[src/design/mrfd_pkg.sv]
// shared types, constants and helpers for the meter response frame decoder
// used by meter_response_frame_decoder and its assertion checker
// no dependencies

package mrfd_pkg;

    localparam int unsigned FRAME_LEN = 28;
    localparam int unsigned SUM_LEN   = 26;
    localparam int unsigned POS_SAT   = 29;
    localparam int unsigned POS_W     = 5;
    localparam int unsigned PAIR_LO   = 14;
    localparam int unsigned PAIR_CNT  = 12;

    localparam logic [7:0] HDR_BYTE    = 8'h68;
    localparam logic [7:0] CTRL_BYTE   = 8'h91;
    localparam logic [7:0] END_BYTE    = 8'h16;
    localparam logic [7:0] DATA_OFFSET = 8'h33;

    localparam logic [POS_W-1:0] HDR0_POS = 5'd0;
    localparam logic [POS_W-1:0] HDR1_POS = 5'd7;
    localparam logic [POS_W-1:0] CTRL_POS = 5'd8;
    localparam logic [POS_W-1:0] CSUM_POS = 5'd26;
    localparam logic [POS_W-1:0] END_POS  = 5'd27;

    typedef enum logic [1:0] {
        STATUS_GOOD       = 2'd0,
        STATUS_BAD_LENGTH = 2'd1,
        STATUS_BAD_CHECK  = 2'd2
    } status_t;

    typedef struct packed {
        logic [7:0] rx_byte;
        logic       byte_present;
        logic       window_end;
    } item_t;

    typedef struct packed {
        logic [1:0]  frame_status;
        logic [14:0] voltage_tenths;
        logic [20:0] current_milliamps;
        logic [20:0] power_tenth_watts;
        logic [27:0] energy_hundredth_kwh;
    } result_t;

    // judged frame on its way to the scaling stage
    typedef struct packed {
        status_t                   status;
        logic [PAIR_CNT-1:0][7:0]  pairs;
    } judge_t;

    // two decimal digits of a data byte after removing the offset (0..165)
    function automatic logic [7:0] two_digits(input logic [7:0] raw);
        logic [7:0] d;
        d = raw - DATA_OFFSET;
        return ({4'd0, d[7:4]} * 8'd10) + {4'd0, d[3:0]};
    endfunction

endpackage

[src/design/meter_response_frame_decoder.sv]
// meter response frame decoder: byte collection, frame judgement, bcd scaling
// depends on mrfd_pkg
//
// throughput: one input transaction per cycle, no bubbles unless the result side stalls
// the three register stages (input, judge, result) are linked by the ready chain; only window-end items wait on judge
// reset: rst_n low clears position, sum, valids and the held readings to zero
// the frame byte store is not reset; only fully written frames are ever decoded

module meter_response_frame_decoder (
    input  logic             clk,
    input  logic             rst_n,
    input  logic             item_valid,
    output logic             item_ready,
    input  mrfd_pkg::item_t  item,
    output logic             result_valid,
    input  logic             result_ready,
    output mrfd_pkg::result_t result
);

    // input stage
    logic                           in_valid_reg;
    mrfd_pkg::item_t                in_reg;

    // receive state
    logic [mrfd_pkg::POS_W-1:0]     pos_reg, pos_next;
    logic [7:0]                     sum_reg, sum_next;
    logic [7:0]                     frame_mem [mrfd_pkg::FRAME_LEN];

    // judge stage
    logic                           judge_valid_reg;
    mrfd_pkg::judge_t               judge_reg, judge_next;

    // result stage, also holds the last good readings
    logic                           result_valid_reg;
    mrfd_pkg::result_t              result_reg, result_next;

    logic                           in_go, judge_ready, judge_go, result_load;
    logic                           take_byte;
    logic [7:0]                     eff [mrfd_pkg::FRAME_LEN];

    // ready chain: each stage moves when it is empty or its content moves on
    assign result_load = judge_valid_reg && (!result_valid_reg || result_ready);
    assign judge_go    = result_load;
    assign judge_ready = !judge_valid_reg || judge_go;
    assign in_go       = in_valid_reg && (!in_reg.window_end || judge_ready);
    assign item_ready  = !in_valid_reg || in_go;

    assign result_valid = result_valid_reg;
    assign result       = result_reg;

    assign take_byte = in_go && in_reg.byte_present;

    // ------------------------------------------------------------------
    // input register
    // ------------------------------------------------------------------
    always_ff @(posedge clk or negedge rst_n)
    begin
        if (!rst_n)
        begin
            in_valid_reg <= 1'b0;
        end
        else if (item_ready)
        begin
            in_valid_reg <= item_valid;
        end
    end

    always_ff @(posedge clk)
    begin
        if (item_ready && item_valid)
        begin
            in_reg <= item;
        end
    end

    // ------------------------------------------------------------------
    // byte position and running checksum after this transaction's byte
    // ------------------------------------------------------------------
    always_comb
    begin
        pos_next = pos_reg;
        sum_next = sum_reg;
        if (in_reg.byte_present)
        begin
            if (pos_reg < mrfd_pkg::POS_W'(mrfd_pkg::SUM_LEN))
            begin
                sum_next = sum_reg + in_reg.rx_byte;
            end
            if (pos_reg < mrfd_pkg::POS_W'(mrfd_pkg::POS_SAT))
            begin
                pos_next = pos_reg + 1'b1;
            end
        end
    end

    always_ff @(posedge clk or negedge rst_n)
    begin
        if (!rst_n)
        begin
            pos_reg <= '0;
            sum_reg <= '0;
        end
        else if (in_go)
        begin
            if (in_reg.window_end)
            begin
                // every judgement starts a fresh window
                pos_reg <= '0;
                sum_reg <= '0;
            end
            else
            begin
                pos_reg <= pos_next;
                sum_reg <= sum_next;
            end
        end
    end

    // frame store; bytes past the end of the frame are dropped
    always_ff @(posedge clk)
    begin
        if (take_byte && (pos_reg < mrfd_pkg::POS_W'(mrfd_pkg::FRAME_LEN)))
        begin
            frame_mem[pos_reg] <= in_reg.rx_byte;
        end
    end

    // ------------------------------------------------------------------
    // judgement: the byte arriving with window end is forwarded in
    // ------------------------------------------------------------------
    always_comb
    begin
        for (int k = 0; k < int'(mrfd_pkg::FRAME_LEN); k++)
        begin
            if (in_reg.byte_present && (pos_reg == mrfd_pkg::POS_W'(k)))
            begin
                eff[k] = in_reg.rx_byte;
            end
            else
            begin
                eff[k] = frame_mem[k];
            end
        end
    end

    always_comb
    begin
        judge_next = '0;
        if (pos_next != mrfd_pkg::POS_W'(mrfd_pkg::FRAME_LEN))
        begin
            judge_next.status = mrfd_pkg::STATUS_BAD_LENGTH;
        end
        else if ((eff[mrfd_pkg::HDR0_POS] == mrfd_pkg::HDR_BYTE)
              && (eff[mrfd_pkg::HDR1_POS] == mrfd_pkg::HDR_BYTE)
              && (eff[mrfd_pkg::CTRL_POS] == mrfd_pkg::CTRL_BYTE)
              && (eff[mrfd_pkg::END_POS]  == mrfd_pkg::END_BYTE)
              && (eff[mrfd_pkg::CSUM_POS] == sum_next))
        begin
            judge_next.status = mrfd_pkg::STATUS_GOOD;
        end
        else
        begin
            judge_next.status = mrfd_pkg::STATUS_BAD_CHECK;
        end
        // digit pairs of bytes 14..25
        for (int k = 0; k < int'(mrfd_pkg::PAIR_CNT); k++)
        begin
            judge_next.pairs[k] = mrfd_pkg::two_digits(eff[k + int'(mrfd_pkg::PAIR_LO)]);
        end
    end

    always_ff @(posedge clk or negedge rst_n)
    begin
        if (!rst_n)
        begin
            judge_valid_reg <= 1'b0;
        end
        else if (judge_ready)
        begin
            judge_valid_reg <= in_go && in_reg.window_end;
        end
    end

    always_ff @(posedge clk)
    begin
        if (judge_ready && in_go && in_reg.window_end)
        begin
            judge_reg <= judge_next;
        end
    end

    // ------------------------------------------------------------------
    // scaling: pairs weighted by powers of one hundred, low byte first
    // pair index = byte index - 14
    // ------------------------------------------------------------------
    always_comb
    begin
        result_next              = result_reg;
        result_next.frame_status = judge_reg.status;
        if (judge_reg.status == mrfd_pkg::STATUS_GOOD)
        begin
            result_next.voltage_tenths =
                  15'(judge_reg.pairs[1]) * 15'd100
                + 15'(judge_reg.pairs[0]);
            result_next.current_milliamps =
                  21'(judge_reg.pairs[4]) * 21'd10000
                + 21'(judge_reg.pairs[3]) * 21'd100
                + 21'(judge_reg.pairs[2]);
            result_next.power_tenth_watts =
                  21'(judge_reg.pairs[7]) * 21'd10000
                + 21'(judge_reg.pairs[6]) * 21'd100
                + 21'(judge_reg.pairs[5]);
            result_next.energy_hundredth_kwh =
                  28'(judge_reg.pairs[11]) * 28'd1000000
                + 28'(judge_reg.pairs[10]) * 28'd10000
                + 28'(judge_reg.pairs[9])  * 28'd100
                + 28'(judge_reg.pairs[8]);
        end
    end

    always_ff @(posedge clk or negedge rst_n)
    begin
        if (!rst_n)
        begin
            result_valid_reg <= 1'b0;
            result_reg       <= '0;
        end
        else
        begin
            if (!result_valid_reg || result_ready)
            begin
                result_valid_reg <= judge_valid_reg;
            end
            if (result_load)
            begin
                result_reg <= result_next;
            end
        end
    end

endmodule

[config.mk]
export PLATFORM = sky130hd
export DESIGN_NAME = meter_response_frame_decoder
export DESIGN_NICKNAME = d
export VERILOG_FILES = /design/src/design/mrfd_pkg.sv /design/src/design/meter_response_frame_decoder.sv
export SDC_FILE = /design/constraint.sdc
export NUM_CORES = 1
export LEC_CHECK = 0
export BUFFER_PORTS_ARGS = -buffer_cell sky130_fd_sc_hd__buf_2
export CAP_MARGIN = 20
export CORE_ASPECT_RATIO = 1.25
export CORE_MARGIN = 2
export CORE_UTILIZATION = 31
export CTS_CLUSTER_DIAMETER = 80
export CTS_CLUSTER_SIZE = 24
export DETAILED_ROUTE_END_ITERATION = 10
export PLACE_DENSITY = 0.56
export REMOVE_ABC_BUFFERS = 1
export SYNTH_ARGS = -nofsm -noshare
export SYNTH_HDL_FRONTEND = slang
export SYNTH_SLANG_ARGS = --single-unit
[constraint.sdc]
create_clock -name clk -period 14.2 [get_ports clk]
set_input_delay 2.13 -clock clk [delete_from_list [all_inputs] [get_ports clk]]
set_output_delay 2.13 -clock clk [all_outputs]
set_load 0.005 [all_outputs]
Word level (Yosys, flattened, before mapping)
Memories as Yosys holds them, arrays and structs flattened.
Cells that the tools add are included.

word-level totals
  word-level logic and storage cells = 172
  register bits = 211
  output and inout bits = 89
  input port bits = 14
  bits in writable memories = 224
  memories kept = 1

memory list
  memory     depth  width  read ports  clocked after Yosys merged registers in  write ports  RTL line                            text
  frame_mem  28     8      17          0                                        1            meter_response_frame_decoder.sv:27  logic [7:0] frame_mem [mrfd_pkg::FRAME_LEN];

operators by class
  add/subtract/negate cells = 34
  reductions and logical operators = 40
  multiply operators = 20
  mux-type cells = 26
  equal/unequal tests = 22
  order comparisons = 3

operators by type and width
  operator               count
  $mux 8                 20
  $add 8x4->8            12
  $sub 8x6->8 const B    12
  $mul 4x3->7 const B    12
  $eq 5x5->1 const B     12
  $mul 8x5->13 const B   4
  $add 21x15->21         2
  $add 21x8->21          2
  $mul 8x10->17 const B  2
  $logic_and 1x1->1      29
  $add 28x15->28         1
  $add 28x22->28         1
  $add 28x8->28          1
  $mul 8x14->22 const B  1
  $mul 8x10->18 const B  1
  $eq 8x7->1 const B     2
  $add 15x8->15          1
  $eq 5x4->1 const B     3
  $lt 5x5->1 const B     3
  $mux 5                 3
  $add 8x8->8            1
  $eq 8x5->1 const B     1
  $eq 8x8->1             1
  $eq 8x8->1 const B     1
  10 further kinds       17

Longest topological paths before layout
  word-level depth = 10
  gate-level depth with buffers = 28
  mapped depth without buffers = 28

Least setup slack after synthesis
No wires, ideal clock.

  path type = in2reg
  start = input port result_ready
  end = register judge_reg[0] (netlist name) (enable)
  stages = 3
  buffers on the path = 0
  arrival time = 6.431 ns
  setup slack = 7.213 ns
  setup time = 0.555 ns
  cell sequence = nand2b_1 -> nor2_1 -> nor2_1

between the ends
  longest elaborated chain between the ends = 7

ends and longest elaborated chain
  what                               RTL line                             text
  start, declared                    meter_response_frame_decoder.sv:16   input logic result_ready,
  $logic_or 1x1->1 *                 meter_response_frame_decoder.sv:42   assign result_load = judge_valid_reg && (!result_valid_reg || result_ready);
  $logic_and 1x1->1 *                meter_response_frame_decoder.sv:42
  $logic_or 1x1->1 *                 meter_response_frame_decoder.sv:44   assign judge_ready = !judge_valid_reg || judge_go;
  $logic_or 1x1->1                   meter_response_frame_decoder.sv:45   assign in_go = in_valid_reg && (!in_reg.window_end || judge_ready);
  $logic_and 1x1->1                  meter_response_frame_decoder.sv:45
  $logic_and 1x1->1 * (2 in series)  meter_response_frame_decoder.sv:186  if (judge_ready && in_go && in_reg.window_end)
  end signal, assigned               meter_response_frame_decoder.sv:188  judge_reg <= judge_next;
  end, declared                      meter_response_frame_decoder.sv:31   mrfd_pkg::judge_t judge_reg, judge_next;

Every way passes the cells marked *; elsewhere a longest branch is shown, timed or not.
A chain may end at the register's enable or synchronous reset.

Worst setup path in the final report
  start = register judge_reg[82] (netlist name)
  end = register result_reg (netlist bit result[27])

between the ends
  longest elaborated chain between the ends = 4

ends and longest elaborated chain
  what                  RTL line                             text
  $mul 8x10->18         meter_response_frame_decoder.sv:215  + 28'(judge_reg.pairs[10]) * 28'd10000
  $add 28x22->28        meter_response_frame_decoder.sv:215
  $add 28x15->28        meter_response_frame_decoder.sv:216  + 28'(judge_reg.pairs[9]) * 28'd100
  $add 28x8->28         meter_response_frame_decoder.sv:217  + 28'(judge_reg.pairs[8]);
  end signal, assigned  meter_response_frame_decoder.sv:236  result_reg <= result_next;
  end, declared         meter_response_frame_decoder.sv:35   mrfd_pkg::result_t result_reg, result_next;

No other way between the ends.

==> results.py <==
metrics = {
    "clocking": {
        "cts_tree": "done",
        "clkSlewWorstSetupHoldPaths_ps": 80,
        "cts-resized-gates": 0,
        "ctsRootBufferMaster": "clkbuf_16",
        "h-tree-depth": 1,
        "clockBufferDepth": 3,
        "numCtsBuffers": 27,
        "cts_setup_buffers": 0,
        "clkSinkCount": 347,
        "holdBufCountCts": 0,
        "worstSkewPairLatency_ps": 640,
    },
    "die": {
        "initial_core_util": 0.312,
        "fp.dieW_um": 279,
        "fp.coreArea_mm2": 0.0941,
        "std_cell_rows": 126,
        "dieArea_mm2": 0.0972,
        "die_h_um": 348,
        "num_io_pins": 103,
    },
    "global_route": {
        "grt_max_degree": 61,
        "grt_pass1_wl_um": 95700,
        "antenna_found_initial": 0,
        "grt_remaining_overflow": 0,
        "grt_pass1_vias": 19100,
        "grtUsageTotal": 0.120,
    },
    "yosys": {
        "ys_warn_count": 0,
        "syn_area_per_cell_um2": 10.6,
        "synth.distinct_cells": 88,
        "seq_area_frac_synth": 0.337,
        "yosys_most_used_dff": "edfxtp_1",
        "synth_edf_count": 244,
        "synthArstFlopShare": 0.297,
        "syn_area_mm2": 0.0294,
        "synthCells": 2776,
        "synth_seq_cells": 347,
    },
    "sta": {
        "fin_crit_ps": 6440,
        "fin_skew_ps": 59.1,
        "final_hold_viol_count": 0,
        "slew_viol_final": 0,
        "grt_setup_unrepaired": "false",
        "setup_viol": 0,
        "fin_crit_sh": 0.454,
        "fmax_mhz": 155,
        "finalSetupTns_ps": 0,
        "max-slew-margin-rel": 0.319,
        "worst_pin_slew_ps": 1010,
    },
    "route": {
        "routedWlPerCell_um": 14.2,
        "drc": 0,
        "ant_nets": 0,
        "drt-total-wl_um": 58200,
        "firstDrtPassIters": 5,
        "vias_per_cell": 4.67,
        "drt-initial-drc-count": 743,
        "vias": 19200,
    },
    "finish": {
        "area_growth_pct": 10.1,
        "drive_above_1_share": 0.0972,
        "final_nets": 3487,
        "largest_reg_flops": 136,
        "n_antenna_cell": 0,
        "final_core_util": 0.344,
    },
    "placed_design": {
        "hpwlAfterDp_um": 44300,
        "place_congestion": 0.782,
        "portBuffers": 102,
    },
    "power_and_ir_drop": {
        "swShare": 0.384,
        "power.share.sequential": 0.318,
        "p_switching_mw": 1.51,
        "cellPowerDensity_mw_per_mm2": 122,
        "p_int_mw": 2.43,
        "irDropWorstVdd_mv": 0.0923,
        "clockPowerShare": 0.222,
        "leakagePower_nw": 15.1,
        "combinationalPowerShare": 0.459,
    },
    "critical_path": {
        "reg2regPathDepth": 26,
        "crit_buf_inv": 2,
        "r2r_setup_slack_ps": 7760,
        "timing.rr.end": "result[27]$_DFFE_PN0P_",
        "crit_top_cell": "ha_1",
        "required_ps": 14670,
        "cp-start-kind": "flop",
        "cp.arrival_ps": 6920,
        "crit_fanout": 5,
        "critical_path_class": "flop to flop",
        "cp-end-kind": "flop",
        "slowest_stage": "fa_1",
        "crit_family": "adder cells",
        "slowest_delay_ps": 610,
        "regToRegStartpoint": "judge_reg[82]$_DFFE_PP_",
    },
    "min_path": {
        "hp-class": "flop to flop",
        "holdPathStages": 2,
        "min-delay-start": "result[41]$_DFFE_PN0P_",
        "hold_path_end": "result[41]$_DFFE_PN0P_",
    },
    "job": {
        "max_cap_violations": 0,
    },
    "outcome": {
        "outcome": "finished, final reports clean",
    },
}
-- metrics by stage --
step | cells | worst slack (ps) | power (mW) | cell area [µm²] | hold slack [ps]
floorplan | 2717 | 7210 | 2.67 | 29100 | 449
global placement | 4056 | 7790 | 3.10 | 31300 | 455
detailed placement | 4056 | 7740 | 3.12 | 31300 | 466
CTS | 4106 | 7700 | 4.03 | 32300 | 483
global route | 4106 | 7150 | 4.31 | 32300 | 500
finish | 4106 | 7760 | 3.95 | 32300 | 475
-- Yosys cell counts (5+ instances only) --
cell,instances,area share
o21ai_2,5,0.0015
nand4_1,8,0.0017
clkbuf_1,34,0.0043
or2_2,11,0.0023
nor2b_1,19,0.0040
mux2_2,43,0.016
a21o_1,62,0.016
nand2_1,164,0.021
o21ai_1,21,0.0036
nand2b_1,16,0.0034
ha_1,489,0.21
a211oi_1,14,0.0036
a31oi_1,14,0.0030
fa_1,115,0.078
nor4b_1,6,0.0018
inv_1,343,0.044
dfrtp_1,103,0.088
nand2_2,9,0.0019
and2_1,7,0.0015
nor3_1,37,0.0063
nand3_1,42,0.0072
a21oi_2,15,0.0045
buf_1,9,0.0012
o21bai_1,26,0.0066
or3_1,23,0.0049
nor2_1,130,0.017
mux2i_1,81,0.028
xor2_1,111,0.033
and3_1,7,0.0015
o211ai_1,8,0.0020
xnor2_1,176,0.052
edfxtp_1,244,0.25
buf_2,10,0.0017
a21oi_1,138,0.024
o21a_1,7,0.0018
o21ai_0,137,0.023
-- metal layers --
layer,global-route usage,share of wire,vias up
li1,-,-,9847
met1,0.153,0.46,9149
met2,0.216,0.50,150
met3,0.0135,0.027,44
met4,0.0255,0.016,0
met5,0,0,-
-- worst min-delay path, delay by kind of cell (launching register included) --
family / cells / cell delay (ps)
AND/OR/NAND/NOR: 1 / 40
flip-flops: 1 / 340
AO/OA/AOI/OAI: 1 / 60
-- final cells by class --
cell class,instances,area [µm²]
multi-input combinational,2026,17900
tap,1216,1520
clock buffer,29,683
inverter,344,1290
fill,9485,61800
sequential,347,9900
timing repair buffer,123,671
clock inverter,21,342
-- cell families (layout without fill, tap and decap cells) --
logic type	count (synthesis)	in the layout	synth area share
simple gates	505	505	0.0828
flops	347	347	0.337
fa+ha+maj	604	604	0.287
xor+xnor	289	289	0.0869
mux	125	125	0.0446
compound gates	503	503	0.109
buf+inv	403	517	0.0532
-- placed cells by master, fill, tap and decap left out, types with 103 or more instances in the layout --
cell      instances
ha_1            489
xnor2_1         176
edfxtp_1        244
fa_1            115
inv_1           343
o21ai_0         137
xor2_1          110
a21oi_1         138
nor2_1          128
nand2_1         164
dfrtp_1         103
-- worst max-delay path by stage --
stage | start | to | depth (start not counted)
2_1_floorplan | result_ready | judge_reg[0]$_DFFE_PP_ | 3
3_3_place_gp | judge_reg[82]$_DFFE_PP_ | result[27]$_DFFE_PN0P_ | 26
3_5_place_dp | judge_reg[82]$_DFFE_PP_ | result[27]$_DFFE_PN0P_ | 26
4_1_cts | judge_reg[82]$_DFFE_PP_ | result[27]$_DFFE_PN0P_ | 26
5_1_grt | judge_reg[82]$_DFFE_PP_ | result[27]$_DFFE_PN0P_ | 26
6_report | judge_reg[82]$_DFFE_PP_ | result[27]$_DFFE_PN0P_ | 26
-- power by group through the flow --
stage | combinational (mW) | sequential [mW] | clock, mW
finish | 1.81 | 1.26 | 0.878
global route | 2.09 | 1.27 | 0.948
CTS | 1.85 | 1.26 | 0.917
detailed placement | 1.84 | 1.28 | 0
global placement | 1.82 | 1.28 | 0
floorplan | 1.39 | 1.29 | 0
(Power assumes the default switching activity.)
